<file path="config.mk">
export PLATFORM = sky130hd
export DESIGN_NAME = latin_char_class_and_fold_flat
export DESIGN_NICKNAME = d
export VERILOG_FILES = /design/src/hw/rtl/lcf_pkg.sv /design/src/hw/rtl/lcf_in_if.sv /design/src/hw/rtl/lcf_out_if.sv /design/src/hw/rtl/latin_char_class_and_fold.sv /design/src/flat_wrapper.sv
export SDC_FILE = /design/constraint.sdc
export NUM_CORES = 1
export LEC_CHECK = 0
export BUFFER_PORTS_ARGS = -buffer_cell sky130_fd_sc_hd__buf_2
export CORE_MARGIN = 2
export CORE_UTILIZATION = 60
export DETAILED_ROUTE_END_ITERATION = 6
export PLACE_DENSITY_LB_ADDON = 0.3
export SETUP_SLACK_MARGIN = 0.02
export SLEW_MARGIN = 20
export SYNTH_ARGS = -nofsm -noshare
export SYNTH_HDL_FRONTEND = slang
export SYNTH_SLANG_ARGS = --single-unit
</file>
<file path="constraint.sdc">
create_clock -name clk_i -period 5.3 [get_ports clk_i]
set_input_delay 0.53 -clock clk_i [delete_from_list [all_inputs] [get_ports clk_i]]
set_output_delay 0.53 -clock clk_i [all_outputs]
set_load 0.05 [all_outputs]
</file>
<file path="src/hw/rtl/lcf_pkg.sv">
package lcf_pkg;

  localparam int unsigned CodeW    = 32;
  localparam int unsigned CsW      = 4;
  localparam int unsigned ReqW     = 4;
  localparam int unsigned NumRows  = 10;
  localparam int unsigned RowW     = 4;

  localparam logic [CsW-1:0] CS_UTF8   = 4'd0;
  localparam logic [CsW-1:0] CS_LATIN3 = 4'd3;
  localparam logic [CsW-1:0] CS_MAX    = 4'd10;

  // Configuration register indexes
  localparam logic CFG_CHARSET     = 1'b0;
  localparam logic CFG_IGNORE_CASE = 1'b1;

  typedef enum logic [ReqW-1:0] {
    REQ_SPACE   = 4'd0,
    REQ_HEX     = 4'd1,
    REQ_DIGIT   = 4'd2,
    REQ_ALPHA   = 4'd3,
    REQ_LOWER   = 4'd4,
    REQ_UPPER   = 4'd5,
    REQ_BLANK   = 4'd6,
    REQ_PERCENT = 4'd7,
    REQ_NOTEOL  = 4'd8,
    REQ_CTRL    = 4'd9,
    REQ_ANY     = 4'd10,
    REQ_EQUAL   = 4'd11
  } req_e;

  typedef struct packed {
    logic [ReqW-1:0]  req_type;
    logic [CodeW-1:0] char_code;
    logic [CodeW-1:0] pattern_code;
    logic             invert;
  } in_item_t;

  // Per-charset bitmaps over 0xA0..0xBF, bit 0 doubles as the "0xD7/0xF7 are letters" flag
  localparam logic [31:0] LOW_BITS [NumRows] = '{
    32'h00002000, 32'hDE6A0000, 32'h9E420000, 32'hDE6A0004, 32'h00002000,
    32'hDF7E2001, 32'h85000000, 32'hD7AA2823, 32'h21002100, 32'hA7086003
  };

  localparam logic [31:0] UP_BITS [NumRows] = '{
    32'h00000000, 32'h0000DE6A, 32'h00008C42, 32'h20005E6A, 32'h00000000,
    32'h0000DF7E, 32'h00008500, 32'h38159552, 32'h50100040, 32'h5014944A
  };

  localparam logic [7:0] HI_FOLD [NumRows][32] = '{
    '{8'hA0,8'hA1,8'hA2,8'hA3,8'hA4,8'hA5,8'hA6,8'hA7,8'hA8,8'hA9,8'hAA,8'hAB,8'hAC,8'hAD,8'hAE,8'hAF,
      8'hB0,8'hB1,8'hB2,8'hB3,8'hB4,8'hB5,8'hB6,8'hB7,8'hB8,8'hB9,8'hBB,8'hBB,8'hBC,8'hBD,8'hBE,8'hBF},
    '{8'hA0,8'hB1,8'hA2,8'hB3,8'hA4,8'hB5,8'hB6,8'hA7,8'hA8,8'hB9,8'hBA,8'hBB,8'hBC,8'hAD,8'hBE,8'hBF,
      8'hB0,8'hB1,8'hB2,8'hB3,8'hB4,8'hB5,8'hB6,8'hB7,8'hB8,8'hB9,8'hBB,8'hBB,8'hBC,8'hBD,8'hBE,8'hBF},
    '{8'hA0,8'hB1,8'hA2,8'hA3,8'hA4,8'hA5,8'hB6,8'hA7,8'hA8,8'hB9,8'hBA,8'hBB,8'hBC,8'hAD,8'hAE,8'hAF,
      8'hB0,8'hB1,8'hB2,8'hB3,8'hB4,8'hB5,8'hB6,8'hB7,8'hB8,8'hB9,8'hBB,8'hBB,8'hBC,8'hBD,8'hBE,8'hBF},
    '{8'hA0,8'hB1,8'hA2,8'hB3,8'hA4,8'hB5,8'hB6,8'hA7,8'hA8,8'hB9,8'hBA,8'hBB,8'hBC,8'hAD,8'hBE,8'hAF,
      8'hB0,8'hB1,8'hB2,8'hB3,8'hB4,8'hB5,8'hB6,8'hB7,8'hB8,8'hB9,8'hBB,8'hBB,8'hBC,8'hBF,8'hBE,8'hBF},
    '{8'hA0,8'hA1,8'hA2,8'hA3,8'hA4,8'hA5,8'hA6,8'hA7,8'hA8,8'hA9,8'hAA,8'hAB,8'hAC,8'hAD,8'hAE,8'hAF,
      8'hB0,8'hB1,8'hB2,8'hB3,8'hB4,8'hB5,8'hB6,8'hB7,8'hB8,8'hB9,8'hBB,8'hBB,8'hBC,8'hBD,8'hBE,8'hBF},
    '{8'hA0,8'hB1,8'hB2,8'hB3,8'hB4,8'hB5,8'hB6,8'hA7,8'hB8,8'hB9,8'hBA,8'hBB,8'hBC,8'hAD,8'hBE,8'hBF,
      8'hB0,8'hB1,8'hB2,8'hB3,8'hB4,8'hB5,8'hB6,8'hB7,8'hB8,8'hB9,8'hBB,8'hBB,8'hBC,8'hBD,8'hBE,8'hBF},
    '{8'hA0,8'hA1,8'hA2,8'hA3,8'hA4,8'hA5,8'hA6,8'hA7,8'hB8,8'hA9,8'hBA,8'hAB,8'hAC,8'hAD,8'hAE,8'hBF,
      8'hB0,8'hB1,8'hB2,8'hB3,8'hB4,8'hB5,8'hB6,8'hB7,8'hB8,8'hB9,8'hBB,8'hBB,8'hBC,8'hBD,8'hBE,8'hBF},
    '{8'hA0,8'hA2,8'hA2,8'hA3,8'hA5,8'hA5,8'hAB,8'hA7,8'hB8,8'hA9,8'hBA,8'hAB,8'hBC,8'hAD,8'hAE,8'hFF,
      8'hB1,8'hB1,8'hB3,8'hB3,8'hB5,8'hB5,8'hB6,8'hB9,8'hB8,8'hB9,8'hBF,8'hBB,8'hBC,8'hBE,8'hBE,8'hBF},
    '{8'hA0,8'hA1,8'hA2,8'hA3,8'hA4,8'hA5,8'hA8,8'hA7,8'hA8,8'hA9,8'hAA,8'hAB,8'hAC,8'hAD,8'hAE,8'hAF,
      8'hB0,8'hB1,8'hB2,8'hB3,8'hB8,8'hB5,8'hB6,8'hB7,8'hB8,8'hB9,8'hBB,8'hBB,8'hBD,8'hBD,8'hFF,8'hBF},
    '{8'hA0,8'hA2,8'hA2,8'hB3,8'hA4,8'hA5,8'hA8,8'hA7,8'hA8,8'hA9,8'hBA,8'hAB,8'hAE,8'hAD,8'hAE,8'hBF,
      8'hB0,8'hB1,8'hB9,8'hB3,8'hB8,8'hB5,8'hB6,8'hB7,8'hB8,8'hB9,8'hBB,8'hBB,8'hBD,8'hBD,8'hFF,8'hBF}
  };

  // cs is already saturated to 0..10; UTF-8 maps to row 0, which it never reads
  function automatic logic [RowW-1:0] row_of(input logic [CsW-1:0] cs);
    logic [RowW-1:0] r;
    r = (cs == CS_UTF8) ? '0 : (cs - 4'd1);
    return r;
  endfunction

  function automatic logic in_rng(input logic [CodeW-1:0] c, input logic [CodeW-1:0] lo,
                                  input logic [CodeW-1:0] hi);
    return (c >= lo) && (c <= hi);
  endfunction

  function automatic logic is_ascii_letter(input logic [CodeW-1:0] c);
    return in_rng(c, 32'h41, 32'h5A) || in_rng(c, 32'h61, 32'h7A);
  endfunction

  function automatic logic is_low(input logic [CodeW-1:0] c, input logic [CsW-1:0] cs);
    logic [31:0] m;
    logic        res;
    m   = LOW_BITS[row_of(cs)];
    res = 1'b0;
    if (in_rng(c, 32'h61, 32'h7A)) begin
      res = 1'b1;
    end else if (cs == CS_UTF8) begin
      if (in_rng(c, 32'hC39F, 32'hC3BF))      res = (c != 32'hC3B7);
      else if (in_rng(c, 32'hC480, 32'hC4B7)) res = c[0];
      else if (in_rng(c, 32'hC4B8, 32'hC588)) res = !c[0];
      else if (in_rng(c, 32'hC589, 32'hC5B7)) res = c[0];
      else if (in_rng(c, 32'hC5B9, 32'hC5BE)) res = !c[0];
    end else begin
      if (c == 32'hAD)                        res = 1'b0;
      else if (c == 32'hFF)                   res = m[13];
      else if (in_rng(c, 32'hDF, 32'hFE)) begin
        if (cs == CS_LATIN3 && (c == 32'hF0 || c == 32'hE3)) res = 1'b0;
        else if (c == 32'hF7)                                res = m[0];
        else                                                 res = 1'b1;
      end else if (in_rng(c, 32'hA1, 32'hBF)) res = m[c[4:0]];
    end
    return res;
  endfunction

  function automatic logic is_up(input logic [CodeW-1:0] c, input logic [CsW-1:0] cs);
    logic [RowW-1:0] r;
    logic            res;
    r   = row_of(cs);
    res = 1'b0;
    if (in_rng(c, 32'h41, 32'h5A)) begin
      res = 1'b1;
    end else if (cs == CS_UTF8) begin
      if (in_rng(c, 32'hC380, 32'hC39E))      res = (c != 32'hC397);
      else if (in_rng(c, 32'hC480, 32'hC4B7)) res = !c[0];
      else if (in_rng(c, 32'hC4B8, 32'hC588)) res = c[0];
      else if (in_rng(c, 32'hC58A, 32'hC5B8)) res = !c[0];
      else if (in_rng(c, 32'hC5B9, 32'hC5BE)) res = c[0];
    end else begin
      if (in_rng(c, 32'hC0, 32'hDE)) begin
        if (cs == CS_LATIN3 && (c == 32'hD0 || c == 32'hC3)) res = 1'b0;
        else if (c == 32'hD7)                                res = LOW_BITS[r][0];
        else                                                 res = 1'b1;
      end else if (in_rng(c, 32'hA1, 32'hBF)) res = UP_BITS[r][c[4:0]];
    end
    return res;
  endfunction

  function automatic logic is_alpha(input logic [CodeW-1:0] c, input logic [CsW-1:0] cs);
    logic [RowW-1:0] r;
    logic            sym;
    logic            res;
    r   = row_of(cs);
    sym = LOW_BITS[r][0];
    res = 1'b0;
    if (is_ascii_letter(c)) begin
      res = 1'b1;
    end else if (cs == CS_UTF8) begin
      if (in_rng(c, 32'hC380, 32'hC3BF))      res = (c != 32'hC397) && (c != 32'hC3B7);
      else if (in_rng(c, 32'hC480, 32'hC5BE)) res = 1'b1;
    end else begin
      if (cs == CS_LATIN3 &&
          (c == 32'hF0 || c == 32'hE3 || c == 32'hD0 || c == 32'hC3)) res = 1'b0;
      else if (in_rng(c, 32'hC0, 32'hFF))
        res = (c != 32'hD7 || sym) && (c != 32'hF7 || sym);
      else if (in_rng(c, 32'hA1, 32'hBF))
        res = UP_BITS[r][c[4:0]] | LOW_BITS[r][c[4:0]];
    end
    return res;
  endfunction

  function automatic logic [CodeW-1:0] fold(input logic [CodeW-1:0] c,
                                            input logic [CsW-1:0] cs);
    logic [CodeW-1:0] res;
    res = c;
    if (is_up(c, cs)) begin
      if (cs == CS_UTF8) begin
        if (c == 32'hC5B8)      res = 32'hC3BF;
        else if (c == 32'hC4BF) res = 32'hC580;
        else if (c <= 32'hC39E) res = c + 32'd32;
        else                    res = c + 32'd1;
      end else if (in_rng(c, 32'hA1, 32'hBF)) begin
        res = {24'd0, HI_FOLD[row_of(cs)][c[4:0]]};
      end else begin
        res = c + 32'd32;
      end
    end
    return res;
  endfunction

endpackage

</file>
<file path="src/hw/rtl/lcf_in_if.sv">
interface lcf_in_if;
  logic                         valid;
  logic                         ready;
  logic [lcf_pkg::ReqW-1:0]     req_type;
  logic [lcf_pkg::CodeW-1:0]    char_code;
  logic [lcf_pkg::CodeW-1:0]    pattern_code;
  logic                         invert;

  modport source (output valid, output req_type, output char_code, output pattern_code,
                  output invert, input ready);
  modport sink   (input valid, input req_type, input char_code, input pattern_code,
                  input invert, output ready);
endinterface

</file>
<file path="src/hw/rtl/lcf_out_if.sv">
interface lcf_out_if;
  logic                         valid;
  logic                         ready;
  logic                         matched;
  logic [lcf_pkg::CodeW-1:0]    folded_code;

  modport source (output valid, output matched, output folded_code, input ready);
  modport sink   (input valid, input matched, input folded_code, output ready);
endinterface

</file>
<file path="src/hw/rtl/latin_char_class_and_fold.sv">
// Character classifier and case folder. Each transaction on in_i carries a class
// request, a character code (packed UTF-8 or one ISO-8859 byte, per the charset
// register), a pattern code and an invert flag; out_o returns the match flag and the
// lower-case fold of the character. One transaction is taken every cycle while the
// output does not stall; its result is computed between the input register and the
// result register and is valid once registered. An output stall holds the result
// register and a full input register, so the input stops once two transactions
// are waiting. Write charset and ignore_case only while no transaction is in flight.
module latin_char_class_and_fold (
  input  logic                          clk_i,
  input  logic                          rst_ni,
  input  logic                          cfg_we_i,
  input  logic                          cfg_idx_i,
  input  logic [lcf_pkg::CsW-1:0]       cfg_wdata_i,
  lcf_in_if.sink                        in_i,
  lcf_out_if.source                     out_o
);

  logic [lcf_pkg::CsW-1:0]      charset_q;
  logic                         ignore_case_q;
  logic [lcf_pkg::CsW-1:0]      cs;

  logic                         s1_valid_q;
  lcf_pkg::in_item_t            s1_q;
  logic                         s1_adv;
  logic                         in_ready;

  logic                         out_valid_q;
  logic                         matched_q;
  logic [lcf_pkg::CodeW-1:0]    folded_q;
  logic                         matched_d;
  logic [lcf_pkg::CodeW-1:0]    folded_d;

  logic [lcf_pkg::CodeW-1:0]    c;
  logic                         class_t;
  logic                         blank;

  // configuration
  always_ff @(posedge clk_i or negedge rst_ni) begin
    if (!rst_ni) begin
      charset_q     <= lcf_pkg::CS_UTF8;
      ignore_case_q <= 1'b0;
    end else if (cfg_we_i) begin
      if (cfg_idx_i == lcf_pkg::CFG_CHARSET) begin
        charset_q <= cfg_wdata_i;
      end else begin
        ignore_case_q <= cfg_wdata_i[0];
      end
    end
  end

  // charsets above Latin-10 behave as Latin-10
  assign cs = (charset_q > lcf_pkg::CS_MAX) ? lcf_pkg::CS_MAX : charset_q;

  // handshake
  assign s1_adv      = !out_valid_q || out_o.ready;
  assign in_ready    = !s1_valid_q || s1_adv;
  assign in_i.ready  = in_ready;

  always_ff @(posedge clk_i or negedge rst_ni) begin
    if (!rst_ni) begin
      s1_valid_q  <= 1'b0;
      out_valid_q <= 1'b0;
    end else begin
      if (in_ready) begin
        s1_valid_q <= in_i.valid;
      end
      if (s1_adv) begin
        out_valid_q <= s1_valid_q;
      end
    end
  end

  always_ff @(posedge clk_i) begin
    if (in_i.valid && in_ready) begin
      s1_q.req_type     <= in_i.req_type;
      s1_q.char_code    <= in_i.char_code;
      s1_q.pattern_code <= in_i.pattern_code;
      s1_q.invert       <= in_i.invert;
    end
    if (s1_valid_q && s1_adv) begin
      matched_q <= matched_d;
      folded_q  <= folded_d;
    end
  end

  // classification
  assign c        = s1_q.char_code;
  assign folded_d = lcf_pkg::fold(c, cs);
  assign blank    = (c == 32'h20) || (c == 32'h09) || (c == 32'hA0) || (c == 32'hC2A0);

  always_comb begin
    class_t = 1'b0;
    case (s1_q.req_type)
      lcf_pkg::REQ_SPACE:   class_t = blank || (c == 32'h0B) || (c == 32'h0C) ||
                                      (c == 32'h0D) || (c == 32'h0A);
      lcf_pkg::REQ_HEX:     class_t = lcf_pkg::in_rng(c, 32'h30, 32'h39) ||
                                      lcf_pkg::in_rng(c, 32'h61, 32'h66) ||
                                      lcf_pkg::in_rng(c, 32'h41, 32'h46);
      lcf_pkg::REQ_DIGIT:   class_t = lcf_pkg::in_rng(c, 32'h30, 32'h39);
      lcf_pkg::REQ_ALPHA:   class_t = lcf_pkg::is_alpha(c, cs);
      lcf_pkg::REQ_LOWER:   class_t = lcf_pkg::is_low(c, cs);
      lcf_pkg::REQ_UPPER:   class_t = lcf_pkg::is_up(c, cs);
      lcf_pkg::REQ_BLANK:   class_t = blank;
      lcf_pkg::REQ_PERCENT: class_t = (c == 32'h25);
      lcf_pkg::REQ_NOTEOL:  class_t = (c != 32'h0D) && (c != 32'h0A);
      lcf_pkg::REQ_CTRL:    class_t = lcf_pkg::in_rng(c, 32'h01, 32'h1F) ||
                                      lcf_pkg::in_rng(c, 32'h80, 32'h9F) ||
                                      lcf_pkg::in_rng(c, 32'hC280, 32'hC29F);
      lcf_pkg::REQ_ANY:     class_t = 1'b1;
      lcf_pkg::REQ_EQUAL:   class_t = (c == s1_q.pattern_code) ||
                                      (ignore_case_q &&
                                       (lcf_pkg::fold(s1_q.pattern_code, cs) == folded_d));
      default:              class_t = 1'b0;
    endcase
  end

  always_comb begin
    if (s1_q.req_type == lcf_pkg::REQ_EQUAL) begin
      matched_d = class_t ^ s1_q.invert;
    end else if (s1_q.req_type < lcf_pkg::REQ_EQUAL) begin
      // a zero code never belongs to a class, inverted or not
      matched_d = (c != '0) && (class_t ^ s1_q.invert);
    end else begin
      matched_d = 1'b0;
    end
  end

  assign out_o.valid       = out_valid_q;
  assign out_o.matched     = matched_q;
  assign out_o.folded_code = folded_q;

  // assertions
  a_accept_fills_s1: assert property (@(posedge clk_i) disable iff (!rst_ni)
    in_i.valid && in_ready |=> s1_valid_q)
    else $error("accepted transaction did not reach the input register");

  a_stall_blocks_input: assert property (@(posedge clk_i) disable iff (!rst_ni)
    s1_valid_q && out_valid_q && !out_o.ready |-> !in_ready)
    else $error("input taken while both stages are held");

  a_s1_to_out: assert property (@(posedge clk_i) disable iff (!rst_ni)
    s1_valid_q && s1_adv |=> out_valid_q)
    else $error("input register advanced without a result");

  a_zero_code_nomatch: assert property (@(posedge clk_i) disable iff (!rst_ni)
    s1_valid_q && s1_adv && (s1_q.char_code == '0) &&
    (s1_q.req_type != lcf_pkg::REQ_EQUAL) |=> !out_o.matched)
    else $error("zero code matched a class");

endmodule
</file>
<file path="src/flat_wrapper.sv">
// flat-port wrapper written by rule: the top's interface ports become plain ports
module latin_char_class_and_fold_flat 
  (clk_i, rst_ni, cfg_we_i, cfg_idx_i, cfg_wdata_i, in_i_valid, in_i_req_type, in_i_char_code, in_i_pattern_code, in_i_invert, in_i_ready, out_o_valid, out_o_matched, out_o_folded_code, out_o_ready);
  lcf_in_if in_i_i ();
  lcf_out_if out_o_i ();
  input  logic clk_i;
  input  logic rst_ni;
  input  logic cfg_we_i;
  input  logic cfg_idx_i;
  input  logic [lcf_pkg::CsW-1:0] cfg_wdata_i;
  input wire logic [$bits(in_i_i.valid)-1:0] in_i_valid;
  input wire logic [$bits(in_i_i.req_type)-1:0] in_i_req_type;
  input wire logic [$bits(in_i_i.char_code)-1:0] in_i_char_code;
  input wire logic [$bits(in_i_i.pattern_code)-1:0] in_i_pattern_code;
  input wire logic [$bits(in_i_i.invert)-1:0] in_i_invert;
  output wire logic [$bits(in_i_i.ready)-1:0] in_i_ready;
  output wire logic [$bits(out_o_i.valid)-1:0] out_o_valid;
  output wire logic [$bits(out_o_i.matched)-1:0] out_o_matched;
  output wire logic [$bits(out_o_i.folded_code)-1:0] out_o_folded_code;
  input wire logic [$bits(out_o_i.ready)-1:0] out_o_ready;
  assign in_i_i.valid = in_i_valid;
  assign in_i_i.req_type = in_i_req_type;
  assign in_i_i.char_code = in_i_char_code;
  assign in_i_i.pattern_code = in_i_pattern_code;
  assign in_i_i.invert = in_i_invert;
  assign in_i_ready = in_i_i.ready;
  assign out_o_valid = out_o_i.valid;
  assign out_o_matched = out_o_i.matched;
  assign out_o_folded_code = out_o_i.folded_code;
  assign out_o_i.ready = out_o_ready;
  latin_char_class_and_fold u_core (.clk_i(clk_i), .rst_ni(rst_ni), .cfg_we_i(cfg_we_i), .cfg_idx_i(cfg_idx_i), .cfg_wdata_i(cfg_wdata_i), .in_i(in_i_i), .out_o(out_o_i));
endmodule
</file>
# Yosys cells after proc, flatten, opt, wreduce, memory -nomap -nowiden
# Memory sizes are Yosys's and may differ from the RTL's.
# Cells that the tools add are included.
[totals] regBits=109 romBits=5120 inputBits=79 output_inout_bits=35 wordCells=277 n_memories=3
[memory_table] memory="(no name shown)" words=16 word_bits=256 rd=1 rd_ports_with_merged_regs=0 wr=0 line_no="lcf_pkg.sv:171" text="res = {24'd0, HI_FOLD[row_of(cs)][c[4:0]]};"
[memory_table] memory="(no name shown)" words=16 word_bits=32 rd=1 rd_ports_with_merged_regs=0 wr=0 line_no="lcf_pkg.sv:130" text="else if (c == 32'hD7) res = LOW_BITS[r][0];"
[memory_table] memory="(no name shown)" words=16 word_bits=32 rd=1 rd_ports_with_merged_regs=0 wr=0 line_no="lcf_pkg.sv:132" text="end else if (in_rng(c, 32'hA1, 32'hBF)) res = UP_BITS[r][c[4:0]];"
[classes] add_sub_neg=5 n_lt_le_gt_ge=58 n_eq_ne=45 mux=79 bitwise_logic=6 n_reduce_logical=71
[op_table] op="$mux W32" n=17
[op_table] op="$mux W256" n=2
[op_table] op="$ge A32 B16 Y1 const B" n=13
[op_table] op="$le A32 B16 Y1 const B" n=13
[op_table] op="$eq A32 B8 Y1 const B" n=12
[op_table] op="$le A32 B8 Y1 const B" n=7
[op_table] op="$ge A32 B8 Y1 const B" n=6
[op_table] op="$eq A32 B16 Y1 const B" n=5
[op_table] op="$eq A32 B4 Y1 const B" n=5
[op_table] op="$le A32 B7 Y1 const B" n=5
[op_table] op="$ge A32 B7 Y1 const B" n=3
[op_table] op="$ne A32 B16 Y1 const B" n=3
[op_table] op="$bmux W8 S5" n=2
[op_table] op="$add A32 B1 Y32 const B" n=2
[op_table] op="$add A32 B6 Y32 const B" n=2
[op_table] op="$eq A32 B32 Y1" n=2
[op_table] op="$eq A32 B6 Y1 const B" n=2
[op_table] op="$ne A32 B4 Y1 const B" n=2
[op_table] op="$ne A32 B8 Y1 const B" n=2
[op_table] op="$mux W1" n=48
[op_table] op="$logic_and A1 B1 Y1" n=40
[op_table] op="$ge A32 B1 Y1 const B" n=1
[op_table] op="$ge A32 B6 Y1 const B" n=1
[op_table] op="$le A32 B5 Y1 const B" n=1
[op_table] op="other kinds (25)" n=68

# Depth between registers and ports, before layout
# Gate-level depths: netlist (run 1).
[logic_depth] word_depth=25 ltp_mapped=17 ltp_nobuf=14

# Least setup slack after synthesis (run 1)
# OpenSTA, ideal clock, no wires.
[synth_timing] path_kind="reg2reg" startpoint="reg u_core.s1_q, in the netlist u_core.c[1]" endpoint="reg u_core.matched_q (netlist: u_core.out_o.matched), data pin" setup_time_ns=0.261 arrival_ns=4.028 required_time_ns=5.039 path_slack_ns=1.011 stages_incl_launch_ff=18 path_buffers=3 period_less_slack_ns=4.289 path_cell_list="edfxtp_1 -> clkbuf_1 -> clkbuf_1 -> inv_1 -> clkbuf_1 -> ha_1 -> or4b_2 -> nor2_1 -> nor2_1 -> nand3_1 -> o32ai_1 -> a311oi_4 -> nand2_1 -> a21oi_1 -> xor2_1 -> nor4b_1 -> a2bb2oi_1 -> nand3b_1"
[synth_between] elab_chain_cells=18 elab_cells_between_ends=163 classes_between="add/sub (2); order compare (35); eq/ne (27); mux (47); bitwise (3); reduce/logical (49)"
[synth_lines] item="start, declared" line_no="latin_char_class_and_fold.sv:24" text="lcf_pkg::in_item_t s1_q;"
[synth_lines] item="$ge A32 B16 Y1 / $le A32 B16 Y1 (equally long branches)" line_no="lcf_pkg.sv:82" text="return (c >= lo) && (c <= hi);"
[synth_lines] item="$logic_and A1 B1 Y1" line_no="lcf_pkg.sv:82"
[synth_lines] item="$mux W1" line_no="lcf_pkg.sv:126" text="else if (in_rng(c, 32'hC5B9, 32'hC5BE)) res = c[0];"
[synth_lines] item="$mux W1" line_no="lcf_pkg.sv:125" text="else if (in_rng(c, 32'hC58A, 32'hC5B8)) res = !c[0];"
[synth_lines] item="$mux W1" line_no="lcf_pkg.sv:124" text="else if (in_rng(c, 32'hC4B8, 32'hC588)) res = c[0];"
[synth_lines] item="$mux W1" line_no="lcf_pkg.sv:123" text="else if (in_rng(c, 32'hC480, 32'hC4B7)) res = !c[0];"
[synth_lines] item="$mux W1" line_no="lcf_pkg.sv:122" text="if (in_rng(c, 32'hC380, 32'hC39E)) res = (c != 32'hC397);"
[synth_lines] item="$mux W1" line_no="lcf_pkg.sv:121" text="end else if (cs == CS_UTF8) begin"
[synth_lines] item="[2 not listed]"
[synth_lines] item="named net u_core.folded_d, one bit" line_no="latin_char_class_and_fold.sv:32" text="logic [lcf_pkg::CodeW-1:0] folded_d;"
[synth_lines] item="[1 not listed]"
[synth_lines] item="$logic_and A1 B1 Y1 (*)" line_no="latin_char_class_and_fold.sv:112" text="(ignore_case_q &&"
[synth_lines] item="$logic_or A1 B1 Y1 (*)" line_no="latin_char_class_and_fold.sv:111" text="lcf_pkg::REQ_EQUAL: class_t = (c == s1_q.pattern_code) ||"
[synth_lines] item="$pmux W1 S12 (*)" line_no="latin_char_class_and_fold.sv:94" text="case (s1_q.req_type)"
[synth_lines] item="$xor A1 B1 Y1 (*)" line_no="latin_char_class_and_fold.sv:120, latin_char_class_and_fold.sv:123"
[synth_lines] item="$logic_and A1 B1 Y1" line_no="latin_char_class_and_fold.sv:123" text="matched_d = (c != '0) && (class_t ^ s1_q.invert);"
[synth_lines] item="$mux W1" line_no="latin_char_class_and_fold.sv:121" text="end else if (s1_q.req_type < lcf_pkg::REQ_EQUAL) begin"
[synth_lines] item="$mux W1 (*)" line_no="latin_char_class_and_fold.sv:119" text="if (s1_q.req_type == lcf_pkg::REQ_EQUAL) begin"
[synth_lines] item="named net u_core.matched_d" line_no="latin_char_class_and_fold.sv:31" text="logic matched_d;"
[synth_lines] item="end signal, assigned" line_no="latin_char_class_and_fold.sv:82" text="matched_q <= matched_d;"
[synth_lines] item="end, declared" line_no="latin_char_class_and_fold.sv:29" text="logic matched_q;"
# The timed path passes the listed nets; every way through them passes the cells marked *. The select of a mux whose other input is x is not followed.
# A chain may end at the register's enable or synchronous reset.

# Worst setup path in the final report (run 1)
[layout_timing] startpoint="reg u_core.s1_q, in the netlist u_core.c[12]" endpoint="reg u_core.matched_q (netlist: u_core.out_o.matched), data pin"
[layout_between] elab_chain_cells=18 elab_cells_between_ends=154 classes_between="add/sub (2); order compare (35); eq/ne (27); mux (40); bitwise (1); reduce/logical (49)"
[layout_lines] item="$ge A32 B16 Y1 / $le A32 B16 Y1 (equally long branches)" line_no="lcf_pkg.sv:82"
[layout_lines] item="$logic_and A1 B1 Y1" line_no="lcf_pkg.sv:82"
[layout_lines] item="$mux W1" line_no="lcf_pkg.sv:126"
[layout_lines] item="$mux W1" line_no="lcf_pkg.sv:125"
[layout_lines] item="$mux W1" line_no="lcf_pkg.sv:124"
[layout_lines] item="$mux W1" line_no="lcf_pkg.sv:123"
[layout_lines] item="$mux W1" line_no="lcf_pkg.sv:122"
[layout_lines] item="$mux W1" line_no="lcf_pkg.sv:121"
[layout_lines] item="[3 not listed]"
[layout_lines] item="$logic_and A1 B1 Y1" line_no="latin_char_class_and_fold.sv:112"
[layout_lines] item="$logic_or A1 B1 Y1" line_no="latin_char_class_and_fold.sv:111"
[layout_lines] item="$pmux W1 S12" line_no="latin_char_class_and_fold.sv:94"
[layout_lines] item="$xor A1 B1 Y1" line_no="latin_char_class_and_fold.sv:120, latin_char_class_and_fold.sv:123"
[layout_lines] item="$logic_and A1 B1 Y1" line_no="latin_char_class_and_fold.sv:123"
[layout_lines] item="$mux W1" line_no="latin_char_class_and_fold.sv:121"
[layout_lines] item="$mux W1 (*)" line_no="latin_char_class_and_fold.sv:119"
[layout_lines] item="named net u_core.matched_d" line_no="latin_char_class_and_fold.sv:31"
# The timed path passes the listed nets; every way through them passes the cells marked *.

==> results of run 1 <==
## kinds of logic (layout without fill, tap and decap cells)
| family | count (synthesis) | in the layout | share of synthesized area, % |
|---|---|---|---|
| AND/OR/NAND/NOR | 430 | 430 | 25.5 |
| adder cells (fa/ha/maj) | 15 | 15 | 2.11 |
| buffers and inverters | 133 | 193 | 5.70 |
| AO/OA/AOI/OAI | 323 | 323 | 24.8 |
| multiplexers | 9 | 9 | 1.04 |
| flip-flops | 109 | 109 | 36.3 |
| XOR/XNOR | 46 | 46 | 4.52 |
## flip-flops by register name (all words and copies together) (netlist names)
register,flops
u_core.out_o.matched,1
u_core.s1_valid_q,1
u_core.out_o.folded_code,32
u_core.charset_q,4
u_core.s1_q,37
u_core.out_o.valid,1
u_core.ignore_case_q,1
u_core.c,32
## cell type report
| type | count | area share [%] |
|---|---|---|
| clock buffers | 9 | 2.27 |
| clock inverters | 7 | 0.946 |
| inverters | 24 | 0.908 |
| multi-input cells | 823 | 52.1 |
| flip-flops and latches | 109 | 32.7 |
| well taps | 184 | 2.32 |
| repair buffers | 153 | 8.76 |
## path summary, 6_finish.rpt
path,to,startpoint,slack (ns),depth (start not counted)
hold / removal,u_core.s1_q[31],in_i_pattern_code[30],0.33,1
setup reg to reg,u_core.out_o.matched,u_core.c[12],0.54,11
setup / recovery,u_core.out_o.matched,u_core.c[12],0.54,11
min in group asynchronous,u_core.ignore_case_q,rst_ni,0.55,2
hold reg to reg,u_core.out_o.valid,u_core.s1_valid_q,0.49,1
max in group asynchronous,u_core.s1_valid_q,rst_ni,4.59,2
## repair_timing
action                                 4_1_cts  5_1_grt
hold buffers                                 1        0
buffers inserted                             0        0
endpoints found under the hold margin        7        0
## power groups by stage
stage | clock, mW | sequential, mW | combinational (mW)
after global placement | 0 | 1.11 | 0.665
after floorplan | 0 | 1.14 | 0.436
after CTS | 0.721 | 1.10 | 0.676
after detailed placement | 0 | 1.12 | 0.671
final | 0.720 | 1.10 | 0.699
after global routing | 0.751 | 1.11 | 0.745
## layout by cell type (no fill, tap or decap), types with 7 or more instances in the layout
cell type,Yosys,routed
a211oi_1,16,16
a21o_1,7,7
a21oi_1,70,70
a22oi_1,7,7
a31oi_1,24,24
and2_1,13,12
and4_1,8,8
buf_2,2,113
buf_4,0,39
clkbuf_16,0,9
dfrtp_1,7,7
edfxtp_1,102,102
ha_1,15,15
inv_1,20,20
mux2i_1,7,7
nand2_1,88,88
nand2b_1,19,19
nand3_1,45,45
nand4_1,29,29
nor2_1,76,76
nor2b_1,16,16
nor3_1,47,47
nor4_1,30,30
o211ai_1,11,11
o21a_1,7,7
o21ai_0,68,68
o22ai_1,14,14
o311ai_0,7,7
o41ai_1,10,10
or2_2,8,8
or3_1,11,11
or4_1,11,11
xnor2_1,17,17
xor2_1,29,29
## layer usage
layer | global-route usage [%] | wire length [µm] | vias to the layer above
met1 | 51.3 | 11600 | 4442
met3 | 7.60 | 3660 | 129
met5 | 0 | 0 | -
met2 | 60.5 | 14200 | 781
li1 | - | - | 4183
met4 | 13.1 | 1140 | 0
## through the flow
| stage | setup slack [ns] | cell area (µm²) | power, mW | instances |
|---|---|---|---|---|
| after floorplan | 1.01 | 8910 | 1.57 | 1065 |
| after CTS | 0.608 | 9920 | 2.49 | 1309 |
| final | 0.543 | 9920 | 2.52 | 1309 |
| after global placement | 0.917 | 9590 | 1.78 | 1292 |
| after global routing | 0.288 | 9920 | 2.60 | 1309 |
| after detailed placement | 0.636 | 9590 | 1.79 | 1292 |
## worst register-to-register path, stage by stage (launching register included)
cell and delay (ns):
edfxtp_1 0.45, or4_1 0.70, or4_1 0.59, or2_0 0.38
o32ai_1 0.63, a311oi_4 0.13, and2_2 0.30, o21ai_0 0.32
a21oi_1 0.12, nor4b_1 0.50, a2bb2oi_1 0.27, nand3b_1 0.11
==> summary.txt, run 1 <==
Synth
  • Post-Syn Nets: 1159
  • Synth top area share: 34.4%
  • Ys Warns: 0
  • Number of synthesized flops with an enable pin: 102
  • Top cells by area, synth: edfxtp_1 34%, clkbuf_1 4.0%, a21oi_1 3.9%, o21ai_0 3.8%, nand2_1 3.7%
  • Syn Area/Cell: 8.37 µm²
  • Synth Cell Area: 8910 µm²
  • Synth top cells by count: 102 x edfxtp_1, 95 x clkbuf_1, 88 x nand2_1
  • Cell variety after synth: 87
  • Asr flop ratio synth: 6.42%
  • Dominant synthesized flop cell: edfxtp_1
  • Mapped Cells: 1065
  • FF+latch count, synth: 109
  • Most common cell in the netlist: edfxtp_1
  • Post-synthesis sequential area ratio: 36.3%
  • Synth area leader: edfxtp_1

STA
  • Slew margin rel.: 39.7%
  • Slew Limit Fails: 0
  • Period utilization: 89.7%
  • Worst Max-Slew Pin Slew: 0.904 ns
  • Final setup viols: 0
  • Min Tclk post-route: 4.76 ns
  • RSZ-0062 raised after global routing: false
  • Final worst hold slack: 0.333 ns
  • Clock Skew: 0.0138 ns
  • Fin Setup TNS: 0 ns
  • Fmax: 0.210 GHz
  • Hold Violations, Final: 0

Floorplan
  • Initial core utilization: 61.3%
  • Core Rows: 44
  • Core ar.: 14500 µm²
  • Die height: 126 µm
  • Die footprint: 15800 µm²
  • Die width: 126 µm
  • Ports: 114

Global routing
  • Vias in the first global route: 8689
  • Gr ovfl total: 0
  • Initial antenna violation count: 0
  • GRT Resource Usage Total: 37.7%
  • First-pass GRT wire length: 47.6 mm
  • Largest net degree at the start of global routing: 70

CTS
  • Root Buffer Master: clkbuf_16
  • Max clock buf depth: 2
  • H-tree Lvls: 3
  • CTS sink cnt: 109
  • Post-CTS Resized: 0
  • Clock Latency Late Sink: 0.37 ns
  • Total CTS buffers: 9
  • CTS tree: done
  • Reg clk slew, reported paths: 0.09 ns

Finish
  • Diodes inserted: 0
  • Footprint of the multi-input gates: 5170 µm²
  • Sequential cell area: 3240 µm²
  • Final core occ: 68.2%
  • Fill cell count: 1196
  • Area Overhead vs Synth: 11.2%
  • Layout Nets: 1214
  • Share of layout cells above drive strength 1: 17.6%

Placement
  • Number of port buffers: 113
  • Dpl hpwl: 22.0 mm
  • Gpl congestion: 1.03

Pwr
  • Pwr dens: 254 nW/µm²
  • Static leakage: 3.52 nW
  • Logic pwr share: 27.7%
  • Part of the power in registers: 43.7%
  • Clk pwr share: 28.6%
  • Cell-internal power: 1.59 mW
  • Worst vdd rail ir drop: 0.245 mV
  • Sw frac: 37.1%
  • Sw power: 0.935 mW

Worst setup path
  • Critical Path Fanout Max: 7
  • Slowest stage delay, CP: 0.70 ns
  • WP data arrival: 4.86 ns
  • Crit path capture type: flop
  • Slowest stage cell, crit path: or4_1
  • Worst path bufs/invs: 0
  • Family with the most delay on the worst path: simple AND/OR/NAND/NOR gates
  • CP required: 5.40 ns
  • WS Path Type: flop to flop
  • Crit path launch type: flop
  • Critical Path, Cell by Cell: or4_1 -> or4_1 -> or2_0 -> o32ai_1 -> a311oi_4 -> and2_2 -> o21ai_0 -> a21oi_1 -> nor4b_1 -> a2bb2oi_1 -> nand3b_1
  • CP dominant cell by count: or4_1

Route
  • DR iter-0 viols: 1770
  • Routed WL: 30.6 mm
  • Drt pass-1 iters: 6
  • Routed Antenna Nets: 0
  • DRC violations left: 0
  • Via count: 9535
  • WL/cell: 23.3 µm
  • DR vias/cell: 7.28

Job
  • Max-cap check violation count: 0

Worst hold path
  • Worst hold path class: primary input to flop

Status
  • Status: finished clean
Note: power is estimated with default switching activity, not from simulation.
==> run 2, diff against run 1 <==
Settings changed: BUFFER_PORTS_ARGS -buffer_cell sky130_fd_sc_hd__buf_2 to -buffer_cell sky130_fd_sc_hd__buf_4.
==> run 2 against run 1 <==
Compared with the run above:
- final cell count unchanged
- fmax about the same
- die area unchanged
- critical path type unchanged
- routed wire length decreased by 2.3%
- clock power increased by 2%
- largest power group unchanged
- clock skew decreased by 0.0010 ns
- flip-flop and latch count unchanged
- sequential share of layout area decreased by 0.92 points
- total power increased by 1.6%
==> summary.txt, run 2 (same netlist as run 1, synthesis figures left out) <==
Worst setup path
  • CP required: 5.42 ns
  • Critical Path Fanout Max: 11
  • R2R setup slack: 0.55 ns
  • Critical Path, Cell by Cell: nor4_1 -> nand3b_1 -> or4_1 -> a211oi_1 -> a21oi_1 -> o32ai_2 -> or3_1 -> nand3_1 -> a211o_1 -> a2111oi_4 -> a21oi_1 -> nand3b_1
  • WP data arrival: 4.87 ns
  • Family with the most delay on the worst path: simple AND/OR/NAND/NOR gates
  • Slowest stage delay, CP: 0.66 ns
  • Crit path launch type: flop
  • Worst path bufs/invs: 0
  • WS Path Type: flop to flop
  • Slowest stage cell, crit path: nor4_1
  • Crit path capture type: flop

CTS
  • Reg clk slew, reported paths: 0.09 ns
  • Post-CTS Resized: 0
  • Max clock buf depth: 2
  • Clock Latency Late Sink: 0.37 ns
  • Total CTS buffers: 9
  • CTS tree: done
  • CTS sink cnt: 109
  • Root Buffer Master: clkbuf_16
  • H-tree Lvls: 3
  • Post-CTS Repair Setup Buffers: 0
  • Hold Buf Count CTS: 1

STA
  • Worst Max-Slew Pin Slew: 0.911 ns
  • Slew Limit Fails: 0
  • Clock Skew: 0.0128 ns
  • RSZ-0062 raised after global routing: false
  • Final setup viols: 0
  • Fin Setup TNS: 0 ns
  • Slew margin rel.: 39.3%
  • Period utilization: 89.7%
  • Fmax: 0.210 GHz
  • Hold Violations, Final: 0
  • Min Tclk post-route: 4.75 ns

Global routing
  • First-pass GRT wire length: 47.8 mm
  • Vias in the first global route: 8818
  • GRT Resource Usage Total: 37.6%
  • Gr ovfl total: 0
  • Initial antenna violation count: 0
  • Largest net degree at the start of global routing: 70

Floorplan
  • Die height: 126 µm
  • Core Rows: 44
  • Die width: 126 µm
  • Die footprint: 15800 µm²
  • Ports: 114
  • Core ar.: 14500 µm²
  • Initial core utilization: 61.3%

Pwr
  • Worst vdd rail ir drop: 0.211 mV
  • Logic pwr share: 28.8%
  • Part of the power in registers: 42.5%
  • Clk pwr share: 28.7%
  • Post-layout power: 2.56 mW
  • Cell-internal power: 1.62 mW
  • Static leakage: 3.62 nW
  • Sw power: 0.941 mW
  • Sw frac: 36.7%
  • Pwr dens: 251 nW/µm²

Route
  • Drt pass-1 iters: 6
  • DRC violations left: 0
  • DR vias/cell: 7.27
  • DR iter-0 viols: 1571
  • Routed WL: 29.9 mm
  • WL/cell: 22.8 µm
  • Routed Antenna Nets: 0
  • Via count: 9512

Finish
  • Top reg by flops: u_core.s1_q
  • Non-filler cells, final: 1309
  • Commonest non-fill, non-tap cells in the layout: 152 x buf_4, 102 x edfxtp_1, 88 x nand2_1
  • Diodes inserted: 0
  • Max FFs per register: 37
  • Final core occ: 70.2%
  • Commonest non-fill, non-tap cell in the layout: buf_4
  • Layout Nets: 1214
  • Area Overhead vs Synth: 14.5%
  • Share of layout cells above drive strength 1: 17.6%

Placement
  • Cell count after placement: 1292
  • Number of port buffers: 113
  • Dpl hpwl: 21.4 mm
  • Gpl congestion: 1.04

Status
  • Status: finished clean

Job
  • Max-cap check violation count: 0

Worst hold path
  • Worst hold path class: primary input to flop
## run 2: changes by cell type in the layout (fill, tap and decap cells not counted)
cell,change
buf_2,-113
inv_8,+2
inv_12,+1
buf_4,+113
clkinv_8,-1
inv_6,-2
## run 2: final timing paths
| kind | end | cells past startpoint | from |
|---|---|---|---|
| max in group asynchronous | u_core.s1_valid_q | 2 | rst_ni |
| min in group asynchronous | u_core.ignore_case_q | 2 | rst_ni |
| setup reg to reg | u_core.out_o.matched | 12 | u_core.s1_q[17] |
| hold / removal | u_core.s1_q[27] | 1 | in_i_pattern_code[26] |
| setup / recovery | u_core.out_o.matched | 12 | u_core.s1_q[17] |
| hold reg to reg | u_core.out_o.valid | 1 | u_core.s1_valid_q |
## run 2: final cells by class
| type | instances | area, µm² |
|---|---|---|
| Clock buffer | 9 | 225 |
| Clock inverter | 7 | 98.8 |
| Fill cell | 1156 | 4330 |
| Inverter | 24 | 90.1 |
| Multi-Input combinational cell | 823 | 5170 |
| Sequential cell | 109 | 3240 |
| Tap cell | 184 | 230 |
| Timing Repair Buffer | 153 | 1150 |
## run 2: through the flow
step | setup slack (ns) | hold WS (ns) | cell area [µm²]
2_1_floorplan | 1.01 | 0.234 | 8910
3_3_place_gp | 0.894 | 0.348 | 9870
3_5_place_dp | 0.665 | 0.348 | 9870
4_1_cts | 0.647 | 0.328 | 10200
5_1_grt | 0.289 | 0.323 | 10200
6_report | 0.547 | 0.333 | 10200
## run 2: power by group through the flow
stage,Sequential [mW],Combinational [mW],Clock (mW)
finish,1.09,0.739,0.734
global route,1.10,0.789,0.769
CTS,1.09,0.714,0.739
detailed placement,1.10,0.709,0
global placement,1.10,0.705,0
floorplan,1.14,0.436,0
## run 2: metal layers
layer  GRT usage, %  routed length (µm)  vias to the layer above
met1           50.8               11500                     4408
met2           58.6               13600                      783
met5              0                   0                        -
li1               -                   -                     4193
met3           7.65                3420                      128
met4           17.1                1310                        0
